==> src/hdl/dlcp_pkg.sv <==
`timescale 1ns / 1ps
// ----------------------------------------------------------------------------
// dlcp_pkg
// Shared constants and types of the downlink command parser.
// ----------------------------------------------------------------------------
package dlcp_pkg;

  localparam logic [7:0]  MAGIC_BYTE   = 8'hD1;
  localparam logic [7:0]  VERSION_BYTE = 8'h01;
  localparam logic [7:0]  CMD_INTERVAL = 8'h01;
  localparam logic [7:0]  CMD_SLAVE    = 8'h02;
  localparam logic [7:0]  CMD_STATUS   = 8'h03;
  localparam logic [7:0]  CMD_REBOOT   = 8'h04;
  localparam logic [31:0] INTERVAL_LO  = 32'd1000;
  localparam logic [31:0] INTERVAL_HI  = 32'd3600000;
  localparam logic [7:0]  SLAVE_LO     = 8'd1;
  localparam logic [7:0]  SLAVE_HI     = 8'd247;
  localparam logic [7:0]  REBOOT_KEY   = 8'hA5;

  localparam logic [7:0]  SLAVE_RESET    = 8'd1;
  localparam logic [21:0] INTERVAL_RESET = 22'd30000;

  localparam logic [2:0]  POS_MAX = 3'd7;

  localparam logic [4:0]  LEN_REJECT   = 5'd4;
  localparam logic [4:0]  LEN_SHORT_OK = 5'd5;
  localparam logic [4:0]  LEN_INTERVAL = 5'd8;
  localparam logic [4:0]  LEN_STATUS   = 5'd17;

  localparam int ECHO_W = 104;

  // ack byte slots ahead of the echoed values
  localparam logic [4:0]  IDX_MAGIC   = 5'd0;
  localparam logic [4:0]  IDX_VERSION = 5'd1;
  localparam logic [4:0]  IDX_CMD     = 5'd2;
  localparam logic [4:0]  IDX_STATUS  = 5'd3;

  typedef struct packed {
    logic [7:0]        cmd;
    logic              ok;
    logic [4:0]        len;
    logic [ECHO_W-1:0] echo;     // first echoed byte in the top bits
    logic              reboot;
    logic [7:0]        slave;
    logic [21:0]       interval;
  } job_t;

endpackage

==> src/hdl/dlcp_front.sv <==
`timescale 1ns / 1ps
// ----------------------------------------------------------------------------
// dlcp_front
// Collects frame bytes, checks the header, applies the command on the last
// byte and posts one ack job per answered frame.
// ----------------------------------------------------------------------------
module dlcp_front (
  input  logic              clk_i,
  input  logic              rst_ni,
  input  logic              accept_i,
  input  logic [7:0]        frame_byte_i,
  input  logic              frame_last_i,
  input  logic [31:0]       uplink_ok_count_i,
  input  logic [31:0]       read_ok_count_i,
  output logic              push_o,
  output dlcp_pkg::job_t    job_o
);

  logic [2:0]  pos_q, pos_d, pos_n;
  logic        hdr_bad_q, hdr_bad_d, hdr_bad_n;
  logic [7:0]  cmd_q, cmd_d, cmd_n;
  logic [31:0] payload_q, payload_d, payload_n;
  logic [7:0]  first_q, first_d, first_n;
  logic [7:0]  slave_q, slave_d;
  logic [21:0] interval_q, interval_d;
  logic        frame_ok;

  always_comb begin
    hdr_bad_n = hdr_bad_q;
    cmd_n     = cmd_q;
    payload_n = payload_q;
    first_n   = first_q;
    if (pos_q == 3'd0) begin
      hdr_bad_n = (frame_byte_i != dlcp_pkg::MAGIC_BYTE);
    end else if (pos_q == 3'd1) begin
      hdr_bad_n = hdr_bad_q | (frame_byte_i != dlcp_pkg::VERSION_BYTE);
    end else if (pos_q == 3'd2) begin
      cmd_n = frame_byte_i;
    end else if (pos_q != dlcp_pkg::POS_MAX) begin
      payload_n = {payload_q[23:0], frame_byte_i};
    end
    if (pos_q == 3'd3) begin
      first_n = frame_byte_i;
    end
    pos_n = (pos_q != dlcp_pkg::POS_MAX) ? pos_q + 3'd1 : dlcp_pkg::POS_MAX;
  end

  always_comb begin
    pos_d      = pos_q;
    hdr_bad_d  = hdr_bad_q;
    cmd_d      = cmd_q;
    payload_d  = payload_q;
    first_d    = first_q;
    slave_d    = slave_q;
    interval_d = interval_q;
    frame_ok   = (pos_n >= 3'd3) && !hdr_bad_n;

    job_o          = '0;
    job_o.cmd      = cmd_n;
    job_o.len      = dlcp_pkg::LEN_REJECT;

    if (accept_i && frame_last_i) begin
      unique case (cmd_n)
        dlcp_pkg::CMD_INTERVAL: begin
          if (pos_n == dlcp_pkg::POS_MAX && payload_n >= dlcp_pkg::INTERVAL_LO &&
              payload_n <= dlcp_pkg::INTERVAL_HI) begin
            interval_d = payload_n[21:0];
            job_o.ok   = 1'b1;
            job_o.len  = dlcp_pkg::LEN_INTERVAL;
            job_o.echo = {payload_n, 72'd0};
          end
        end
        dlcp_pkg::CMD_SLAVE: begin
          if (pos_n >= 3'd4 && first_n >= dlcp_pkg::SLAVE_LO &&
              first_n <= dlcp_pkg::SLAVE_HI) begin
            slave_d    = first_n;
            job_o.ok   = 1'b1;
            job_o.len  = dlcp_pkg::LEN_SHORT_OK;
            job_o.echo = {first_n, 96'd0};
          end
        end
        dlcp_pkg::CMD_STATUS: begin
          job_o.ok   = 1'b1;
          job_o.len  = dlcp_pkg::LEN_STATUS;
          job_o.echo = {slave_q, 10'd0, interval_q, uplink_ok_count_i, read_ok_count_i};
        end
        dlcp_pkg::CMD_REBOOT: begin
          if (pos_n >= 3'd4 && first_n == dlcp_pkg::REBOOT_KEY) begin
            job_o.ok     = 1'b1;
            job_o.reboot = 1'b1;
            job_o.len    = dlcp_pkg::LEN_SHORT_OK;
            job_o.echo   = {dlcp_pkg::REBOOT_KEY, 96'd0};
          end
        end
        default: begin
        end
      endcase
      if (!frame_ok) begin
        slave_d    = slave_q;
        interval_d = interval_q;
      end
      pos_d     = '0;
      hdr_bad_d = 1'b0;
      cmd_d     = '0;
      payload_d = '0;
      first_d   = '0;
    end else if (accept_i) begin
      pos_d     = pos_n;
      hdr_bad_d = hdr_bad_n;
      cmd_d     = cmd_n;
      payload_d = payload_n;
      first_d   = first_n;
    end
    job_o.slave    = slave_d;
    job_o.interval = interval_d;
    push_o         = accept_i && frame_last_i && frame_ok;
  end

  always_ff @(posedge clk_i or negedge rst_ni) begin
    if (!rst_ni) begin
      pos_q      <= '0;
      hdr_bad_q  <= 1'b0;
      cmd_q      <= '0;
      payload_q  <= '0;
      first_q    <= '0;
      slave_q    <= dlcp_pkg::SLAVE_RESET;
      interval_q <= dlcp_pkg::INTERVAL_RESET;
    end else begin
      pos_q      <= pos_d;
      hdr_bad_q  <= hdr_bad_d;
      cmd_q      <= cmd_d;
      payload_q  <= payload_d;
      first_q    <= first_d;
      slave_q    <= slave_d;
      interval_q <= interval_d;
    end
  end

endmodule

==> src/hdl/dlcp_queue.sv <==
`timescale 1ns / 1ps
// ----------------------------------------------------------------------------
// dlcp_queue
// Two-entry job queue between the frame front end and the ack serializer.
// ----------------------------------------------------------------------------
module dlcp_queue (
  input  logic              clk_i,
  input  logic              rst_ni,
  input  logic              push_i,
  input  dlcp_pkg::job_t    job_i,
  input  logic              pop_i,
  output logic              full_o,
  output logic              valid_o,
  output dlcp_pkg::job_t    job_o
);

  dlcp_pkg::job_t mem_q [2];
  logic       wr_ptr_q, rd_ptr_q;
  logic [1:0] count_q;

  assign full_o  = (count_q == 2'd2);
  assign valid_o = (count_q != 2'd0);
  assign job_o   = mem_q[rd_ptr_q];

  always_ff @(posedge clk_i) begin
    if (push_i) begin
      mem_q[wr_ptr_q] <= job_i;
    end
  end

  always_ff @(posedge clk_i or negedge rst_ni) begin
    if (!rst_ni) begin
      wr_ptr_q <= 1'b0;
      rd_ptr_q <= 1'b0;
      count_q  <= '0;
    end else begin
      if (push_i) begin
        wr_ptr_q <= ~wr_ptr_q;
      end
      if (pop_i) begin
        rd_ptr_q <= ~rd_ptr_q;
      end
      case ({push_i, pop_i})
        2'b10:   count_q <= count_q + 2'd1;
        2'b01:   count_q <= count_q - 2'd1;
        default: count_q <= count_q;
      endcase
    end
  end

`ifndef SYNTHESIS
  a_no_overflow: assert property (@(posedge clk_i) disable iff (!rst_ni)
    full_o |-> !push_i || pop_i)
    else $error("job pushed into full queue");
  a_no_underflow: assert property (@(posedge clk_i) disable iff (!rst_ni)
    pop_i |-> valid_o)
    else $error("job popped from empty queue");
`endif

endmodule

==> src/hdl/dlcp_back.sv <==
`timescale 1ns / 1ps
// ----------------------------------------------------------------------------
// dlcp_back
// Serializes one ack job into acknowledge bytes, one word per cycle while m_axis_tready is high.
// ----------------------------------------------------------------------------
module dlcp_back (
  input  logic              clk_i,
  input  logic              rst_ni,
  input  logic              job_valid_i,
  input  dlcp_pkg::job_t    job_i,
  output logic              pop_o,
  output logic              m_axis_tvalid,
  input  logic              m_axis_tready,
  output logic [39:0]       m_axis_tdata,
  output logic              m_axis_tlast,
  output logic [0:0]        m_axis_tuser
);

  dlcp_pkg::job_t job_q, job_d;
  logic           busy_q, busy_d;
  logic [4:0]     idx_q, idx_d;
  logic [7:0]     ack_byte;
  logic           beat;

  always_comb begin
    case (idx_q)
      dlcp_pkg::IDX_MAGIC:   ack_byte = dlcp_pkg::MAGIC_BYTE;
      dlcp_pkg::IDX_VERSION: ack_byte = dlcp_pkg::VERSION_BYTE;
      dlcp_pkg::IDX_CMD:     ack_byte = job_q.cmd;
      dlcp_pkg::IDX_STATUS:  ack_byte = {7'd0, job_q.ok};
      default:               ack_byte = job_q.echo[dlcp_pkg::ECHO_W-1 -: 8];
    endcase
  end

  assign m_axis_tvalid = busy_q;
  assign m_axis_tlast  = (idx_q == job_q.len - 5'd1);
  assign m_axis_tuser  = job_q.reboot;
  assign m_axis_tdata  = {2'b00, job_q.interval, job_q.slave, ack_byte};
  assign beat          = busy_q && m_axis_tready;

  always_comb begin
    job_d  = job_q;
    busy_d = busy_q;
    idx_d  = idx_q;
    pop_o  = job_valid_i && (!busy_q || (beat && m_axis_tlast));
    if (pop_o) begin
      job_d  = job_i;
      busy_d = 1'b1;
      idx_d  = '0;
    end else if (beat) begin
      if (m_axis_tlast) begin
        busy_d = 1'b0;
      end else begin
        idx_d = idx_q + 5'd1;
        if (idx_q > dlcp_pkg::IDX_STATUS) begin
          job_d.echo = {job_q.echo[dlcp_pkg::ECHO_W-9:0], 8'd0};
        end
      end
    end
  end

  always_ff @(posedge clk_i) begin
    job_q <= job_d;
  end

  always_ff @(posedge clk_i or negedge rst_ni) begin
    if (!rst_ni) begin
      busy_q <= 1'b0;
      idx_q  <= '0;
    end else begin
      busy_q <= busy_d;
      idx_q  <= idx_d;
    end
  end

`ifndef SYNTHESIS
  a_idx_in_range: assert property (@(posedge clk_i) disable iff (!rst_ni)
    busy_q |-> idx_q < job_q.len)
    else $error("ack index past frame length");
  a_hold_when_stalled: assert property (@(posedge clk_i) disable iff (!rst_ni)
    busy_q && !m_axis_tready |=> busy_q && $stable(idx_q))
    else $error("ack advanced while stalled");
`endif

endmodule

==> src/hdl/downlink_command_parser_unit.sv <==
`timescale 1ns / 1ps
// ----------------------------------------------------------------------------
// downlink_command_parser_unit
// Downlink command frame parser with acknowledge generator.
// ----------------------------------------------------------------------------
// Input stream: one frame byte per word, tlast on the final byte; the two
// success counters ride along and are sampled with the final byte.
// Output stream: one acknowledge byte per word, tlast on the final byte,
// tuser flags an accepted reboot; slave address and interval after the
// frame travel with every byte.
// Input is taken at one word per cycle while the queue is not full. The last
// byte of an answered frame posts a job into a two-entry queue; the serializer
// pops it when idle or as its current ack ends, shows the first ack byte in
// the cycle after the pop, then sends 4, 5, 8 or 17 bytes at one per cycle
// while the receiver is ready, and the next job follows without a gap.
// Frames with a short or bad header give no ack. Input keeps being taken while
// the serializer sends earlier acks, so the slower side sets the sustained rate.
// A stalled receiver holds the current ack byte; input keeps flowing until
// two acks wait in the queue behind the one being sent, then s_axis_tready
// drops.
// Reset clears frame state, sets slave address 1 and interval 30000 ms and
// empties the queue.
// ----------------------------------------------------------------------------
module downlink_command_parser_unit (
  input  logic        clk_i,
  input  logic        rst_ni,
  input  logic        s_axis_tvalid,
  output logic        s_axis_tready,
  input  logic [71:0] s_axis_tdata,  // frame_byte, uplink_ok_count, read_ok_count
  input  logic        s_axis_tlast,
  output logic        m_axis_tvalid,
  input  logic        m_axis_tready,
  output logic [39:0] m_axis_tdata,  // ack_byte, slave_address_now, interval_now, pad
  output logic        m_axis_tlast,
  output logic [0:0]  m_axis_tuser   // reboot_request
);

  dlcp_pkg::job_t push_job, head_job;
  logic           push, pop, full, head_valid, accept;

  assign s_axis_tready = !full;
  assign accept        = s_axis_tvalid && !full;

  dlcp_front u_front (
    .clk_i             (clk_i),
    .rst_ni            (rst_ni),
    .accept_i          (accept),
    .frame_byte_i      (s_axis_tdata[7:0]),
    .frame_last_i      (s_axis_tlast),
    .uplink_ok_count_i (s_axis_tdata[39:8]),
    .read_ok_count_i   (s_axis_tdata[71:40]),
    .push_o            (push),
    .job_o             (push_job)
  );

  dlcp_queue u_queue (
    .clk_i   (clk_i),
    .rst_ni  (rst_ni),
    .push_i  (push),
    .job_i   (push_job),
    .pop_i   (pop),
    .full_o  (full),
    .valid_o (head_valid),
    .job_o   (head_job)
  );

  dlcp_back u_back (
    .clk_i         (clk_i),
    .rst_ni        (rst_ni),
    .job_valid_i   (head_valid),
    .job_i         (head_job),
    .pop_o         (pop),
    .m_axis_tvalid (m_axis_tvalid),
    .m_axis_tready (m_axis_tready),
    .m_axis_tdata  (m_axis_tdata),
    .m_axis_tlast  (m_axis_tlast),
    .m_axis_tuser  (m_axis_tuser)
  );

endmodule

==> config.mk <==
export PLATFORM = sky130hd
export DESIGN_NAME = downlink_command_parser_unit
export DESIGN_NICKNAME = d
export VERILOG_FILES = /design/src/hdl/dlcp_pkg.sv /design/src/hdl/dlcp_front.sv /design/src/hdl/dlcp_queue.sv /design/src/hdl/dlcp_back.sv /design/src/hdl/downlink_command_parser_unit.sv
export SDC_FILE = /design/constraint.sdc
export NUM_CORES = 1
export LEC_CHECK = 0
export BUFFER_PORTS_ARGS = -buffer_cell sky130_fd_sc_hd__buf_2
export CORE_ASPECT_RATIO = 1.5
export CORE_MARGIN = 1.5
export CORE_UTILIZATION = 55
export CTS_CLUSTER_DIAMETER = 80
export CTS_CLUSTER_SIZE = 28
export DETAILED_ROUTE_END_ITERATION = 6
export PLACE_DENSITY = 0.76
export SLEW_MARGIN = 40
export SYNTH_ARGS = -nofsm -noshare
export SYNTH_HDL_FRONTEND = slang
export SYNTH_SLANG_ARGS = --single-unit
==> constraint.sdc <==
create_clock -name clk_i -period 7.66 [get_ports clk_i]
set_input_delay 1.532 -clock clk_i [delete_from_list [all_inputs] [get_ports clk_i]]
set_output_delay 1.532 -clock clk_i [all_outputs]
set_load 0.05 [all_outputs]
==> summary.md <==
| Metric | Value |
|---|---|
| Placeable Area | approximately 40000 um^2 |
| Global Route Usage Sum | between 20% and 30% |
| Via-to-Cell Ratio | 5.86 |
| Total net switching power | 2.54 mW |
| Number of antenna violations at the first check in global routing | 1 |
| Peak clock frequency supported by timing | 0.233 GHz |
| Mapped Area | 22200 um^2 |
| Die span in x | 167 um |
| Reported leakage power | 8.56 nW |
| Sequential cell area fraction in the yosys report | 70.3% |
| Clock-pin slew reported for the worst setup and hold paths after clock tree synthesis | 0.10 ns |
| Detailed Route Iter0 Violations | approximately 1300 |
| Syn Inst Count | ~1600 |
| First-pass iteration count of the detailed router | 5 |
| HP Class | flip-flop to flip-flop |
| Sink Count | 536 |
| Part of the power in the clock network | about a fifth |
| Time the worst path needs with I/O delays and setup | 4.29 ns |
| Fraction of power consumed by combinational cells | approximately 28% |
| Global-route wire length before repair | 70.7 mm |
| Die ar. | 41700 um^2 |
| Outcome | complete, no violations |
| Postcts setup bufs | 0 |
| FF-to-FF setup slack | 3.81 ns |
| Post-route total power | 7.62 mW |
| Most common flop cell mapped by yosys | sky130_fd_sc_hd__edfxtp_1 |
| MaxCap Viol Count | 0 |
| Fraction of layout instances using a drive strength above 1 | between 10% and 20% |
| Ports | 121 |
| Number of flops mapped to enable cells by yosys | 444 |
| Final hold violation count | 0 |
| Die Y | 249 um |
| Area growth from synthesis to final layout | 7.03% |
| Slew Limit Headroom | between 40% and 50% |
| R2R cell count | 10 |
| H-tree Lvls | 1 |
| Antenna Violating Nets Remaining | 0 |
| Final standard cell utilization of the core | 59.4% |
| DR vias | around 12000 |
| CTS buffer count | 23 |
| Number of hold buffers added after cts | 0 |
| CTS tree | done |
| Final estimated routing congestion in global placement | 0.926 |
| Largest net degree at the start of global routing | ~150 |
| Finished Layout Cells | 2131 |
| Reg2Reg Launch Point | u_front.pos_q[0] |
| Remaining Overflow, GRT | 0 |
| Number of pins exceeding their max-slew limit in the final report | 0 |
| Number of global-route vias before repair | approximately 12000 |
| Net count reported at finish | 1695 |
| Flop and latch count out of synthesis | between 500 and 600 |
| FFs w/ async S/R, synth | between 15 and 20% |
| IO Port Bufs | 118 |
| Quantity of gates resized following cts | 0 |
| Setup-failing EPs final | 0 |
| Ys Warns | 0 |
| Arrival time at the worst endpoint | 4.60 ns |
| Count of placed standard cells including taps | 2088 |
| Transition time at the pin with the least slew margin | 0.788 ns |
| Unique masters post-synth | 65 |
| Worst ir drop on vdd | ~0.27 mV |
| Startpoint type of the worst setup path | input pin |
| Unrepaired setup endpoints after global routing | false |
| Critical path type | input pin to flip-flop |
| Critical path capture point | u_queue.mem_q[0][14] |
| Net Sw Frac | 33.3% |
| Worst skew pair latency | 0.56 ns |
| WL final | 45.9 mm |
| Std-Cell Rows | 90 |
| Part of the cycle the worst path needs | 56.0% |
| Count of unresolved DRC violations after routing | 0 |
| Worst reg2reg path endpoint | u_queue.mem_q[0][14] |
| Starting density of the core | 55.5% |
| CP max FO | 39 |
| Syn avg cell area | between 10 and 15 um^2 |
| Power per standard cell area | 320 nW/um^2 |
| Flop pwr share | 53.2% |
| Internal power summed over all cells | roughly 5 mW |
| Critical path data required time | 7.97 ns |
| Startpoint of the worst setup timing path | s_axis_tlast |
| Maximum clock skew at final layout | 0.0201 ns |
| Library cell used as clock root buffer | sky130_fd_sc_hd__clkbuf_16 |
| Setup crit end kind | flip-flop |
| Largest buffer count on any clock path | 3 |
| Routed len/inst | 21.6 um |
| Half-perimeter wire length after detailed placement | 29.4 mm |
[final cells by class]
class | instances | area (um^2)
diodes | 1 | 2.50
clock buffers | 39 | 646
clock inverters | 2 | 25.0
fillers | 3064 | 16300
inverters | 30 | 120
multi-input cells | 879 | 5930
flip-flops and latches | 536 | 15600
well taps | 506 | 633
repair buffers | 138 | 805
[cells in the mapped netlist, drive strengths merged (3+ instances only)]
master,count,area share [%]
ha,10,0.56
nor2,138,2.3
and2,67,1.9
a22oi,31,1.0
o2111ai,3,0.12
a21boi,9,0.30
o22ai,4,0.11
nand3,4,0.090
inv,30,0.51
nor3,15,0.39
a31oi,7,0.20
mux2,72,3.7
nor2b,5,0.14
buf,59,1.7
clkbuf,65,1.1
edfxtp,444,60
or4,8,0.29
o41ai,3,0.15
dfrtp,84,9.5
or3,5,0.16
mux2i,137,6.2
a22o,15,0.59
xor2,7,0.28
nand2b,8,0.23
a21oi,114,2.6
nor4b,3,0.12
nand2,95,1.6
nand4,9,0.25
xnor2,8,0.32
nor4,8,0.29
dfstp,8,0.95
o21ai,62,1.4
[stage by stage]
step / setup slack, ns / hold WS, ns / cell area (um^2) / TNS, ns
after floorplan: -1.93 / 0.449 / 22300 / -569.86
after global placement: 2.82 / 0.470 / 23100 / 0
after detailed placement: 2.78 / 0.485 / 23100 / 0
after CTS: 3.33 / 0.510 / 23800 / 0
after global routing: 3.19 / 0.528 / 23800 / 0
final: 3.37 / 0.505 / 23800 / 0
[cells by family (layout without fill, tap and decap cells)]
| kind of cell | count (synthesis) | after routing | synth area share (%) |
|---|---|---|---|
| flops | 536 | 536 | 70.3 |
| simple gates | 375 | 375 | 8.15 |
| compound gates | 263 | 263 | 7.07 |
| mux | 209 | 209 | 9.89 |
| buf+inv | 154 | 209 | 3.34 |
| xor+xnor | 15 | 15 | 0.591 |
| fa+ha+maj | 11 | 11 | 0.608 |
| other cells | 1 | 7 | 0.0169 |
[power by group through the flow]
stage | Combinational (mW) | Sequential (mW) | Clock [mW]
CTS | 2.15 | 4.05 | 1.47
floorplan | 1.65 | 3.97 | 0
detailed placement | 2.14 | 4.12 | 0
global placement | 2.11 | 4.10 | 0
finish | 2.14 | 4.05 | 1.43
global route | 2.33 | 4.10 | 1.55
[cell usage in the layout, fill, tap and decap left out, types with 3 or more instances in the layout]
master / count
sky130_fd_sc_hd__clkbuf_1: 15
sky130_fd_sc_hd__o21ai_0: 55
sky130_fd_sc_hd__xor2_1: 7
sky130_fd_sc_hd__nand3_1: 4
sky130_fd_sc_hd__a21boi_0: 9
sky130_fd_sc_hd__inv_1: 29
sky130_fd_sc_hd__or3_1: 4
sky130_fd_sc_hd__nand2_1: 94
sky130_fd_sc_hd__o21ai_1: 7
sky130_fd_sc_hd__o22ai_1: 4
sky130_fd_sc_hd__mux2i_1: 137
sky130_fd_sc_hd__nor2b_1: 5
sky130_fd_sc_hd__buf_12: 3
sky130_fd_sc_hd__a22oi_1: 31
sky130_fd_sc_hd__buf_2: 117
sky130_fd_sc_hd__dfstp_2: 8
sky130_fd_sc_hd__nor2_4: 3
sky130_fd_sc_hd__edfxtp_1: 444
sky130_fd_sc_hd__and2_1: 67
sky130_fd_sc_hd__a31oi_1: 7
sky130_fd_sc_hd__nor3_1: 14
sky130_fd_sc_hd__nor2_1: 135
sky130_fd_sc_hd__xnor2_1: 8
sky130_fd_sc_hd__ha_1: 10
sky130_fd_sc_hd__nand2b_1: 8
sky130_fd_sc_hd__a21oi_1: 114
sky130_fd_sc_hd__a22o_1: 15
sky130_fd_sc_hd__mux2_2: 67
sky130_fd_sc_hd__clkbuf_16: 23
sky130_fd_sc_hd__or4_1: 6
sky130_fd_sc_hd__mux2_4: 5
sky130_fd_sc_hd__nor4_1: 7
sky130_fd_sc_hd__dfrtp_1: 83
sky130_fd_sc_hd__conb_1: 6
sky130_fd_sc_hd__buf_4: 16
sky130_fd_sc_hd__nand4_1: 9
[worst min-delay path by stage]
stage,from,to,slack (ns),cells after the start
finish,u_front.hdr_bad_q,u_front.hdr_bad_q,0.50,2
global route,u_front.hdr_bad_q,u_front.hdr_bad_q,0.53,2
CTS,u_front.cmd_q[1],u_front.cmd_q[1],0.51,2
detailed placement,u_front.cmd_q[1],u_front.cmd_q[1],0.49,2
global placement,u_front.cmd_q[1],u_front.cmd_q[1],0.47,2
floorplan,u_front.cmd_q[1],u_front.cmd_q[1],0.45,2
[registers in the layout, indices dropped and copies added, names as in the netlist]
signal                cells
u_queue.mem_q           296
u_front.hdr_bad_q         1
u_queue.count_q           2
u_queue.rd_ptr_q          1
u_front.cmd_q             8
u_front.slave_q           8
u_back.job_q            117
u_back.m_axis_tvalid      1
u_back.m_axis_tdata      30
u_front.interval_q       22
u_front.first_q           8
u_queue.wr_ptr_q          1
u_back.idx_q              5
u_front.payload_q        32
u_front.pos_q             3
u_back.m_axis_tuser       1
[routing by layer]
| metal | global-route usage, % | wire length [um] |
|---|---|---|
| met2 | 38.6 | 23800 |
| met5 | 0 | 0 |
| met1 | 28.3 | 18500 |
| met3 | 2.29 | 2150 |
| met4 | 7.62 | 1460 |
[critical path, stage by stage]
cell	delay [ns]
sky130_fd_sc_hd__buf_2	0.50
sky130_fd_sc_hd__nand3_1	0.15
sky130_fd_sc_hd__buf_4	0.22
sky130_fd_sc_hd__a2111o_1	0.56
sky130_fd_sc_hd__or3_4	0.45
sky130_fd_sc_hd__nor3_4	0.38
sky130_fd_sc_hd__buf_4	0.39
sky130_fd_sc_hd__mux2_2	0.40
No activity file was read; power rests on OpenSTA's default activity.
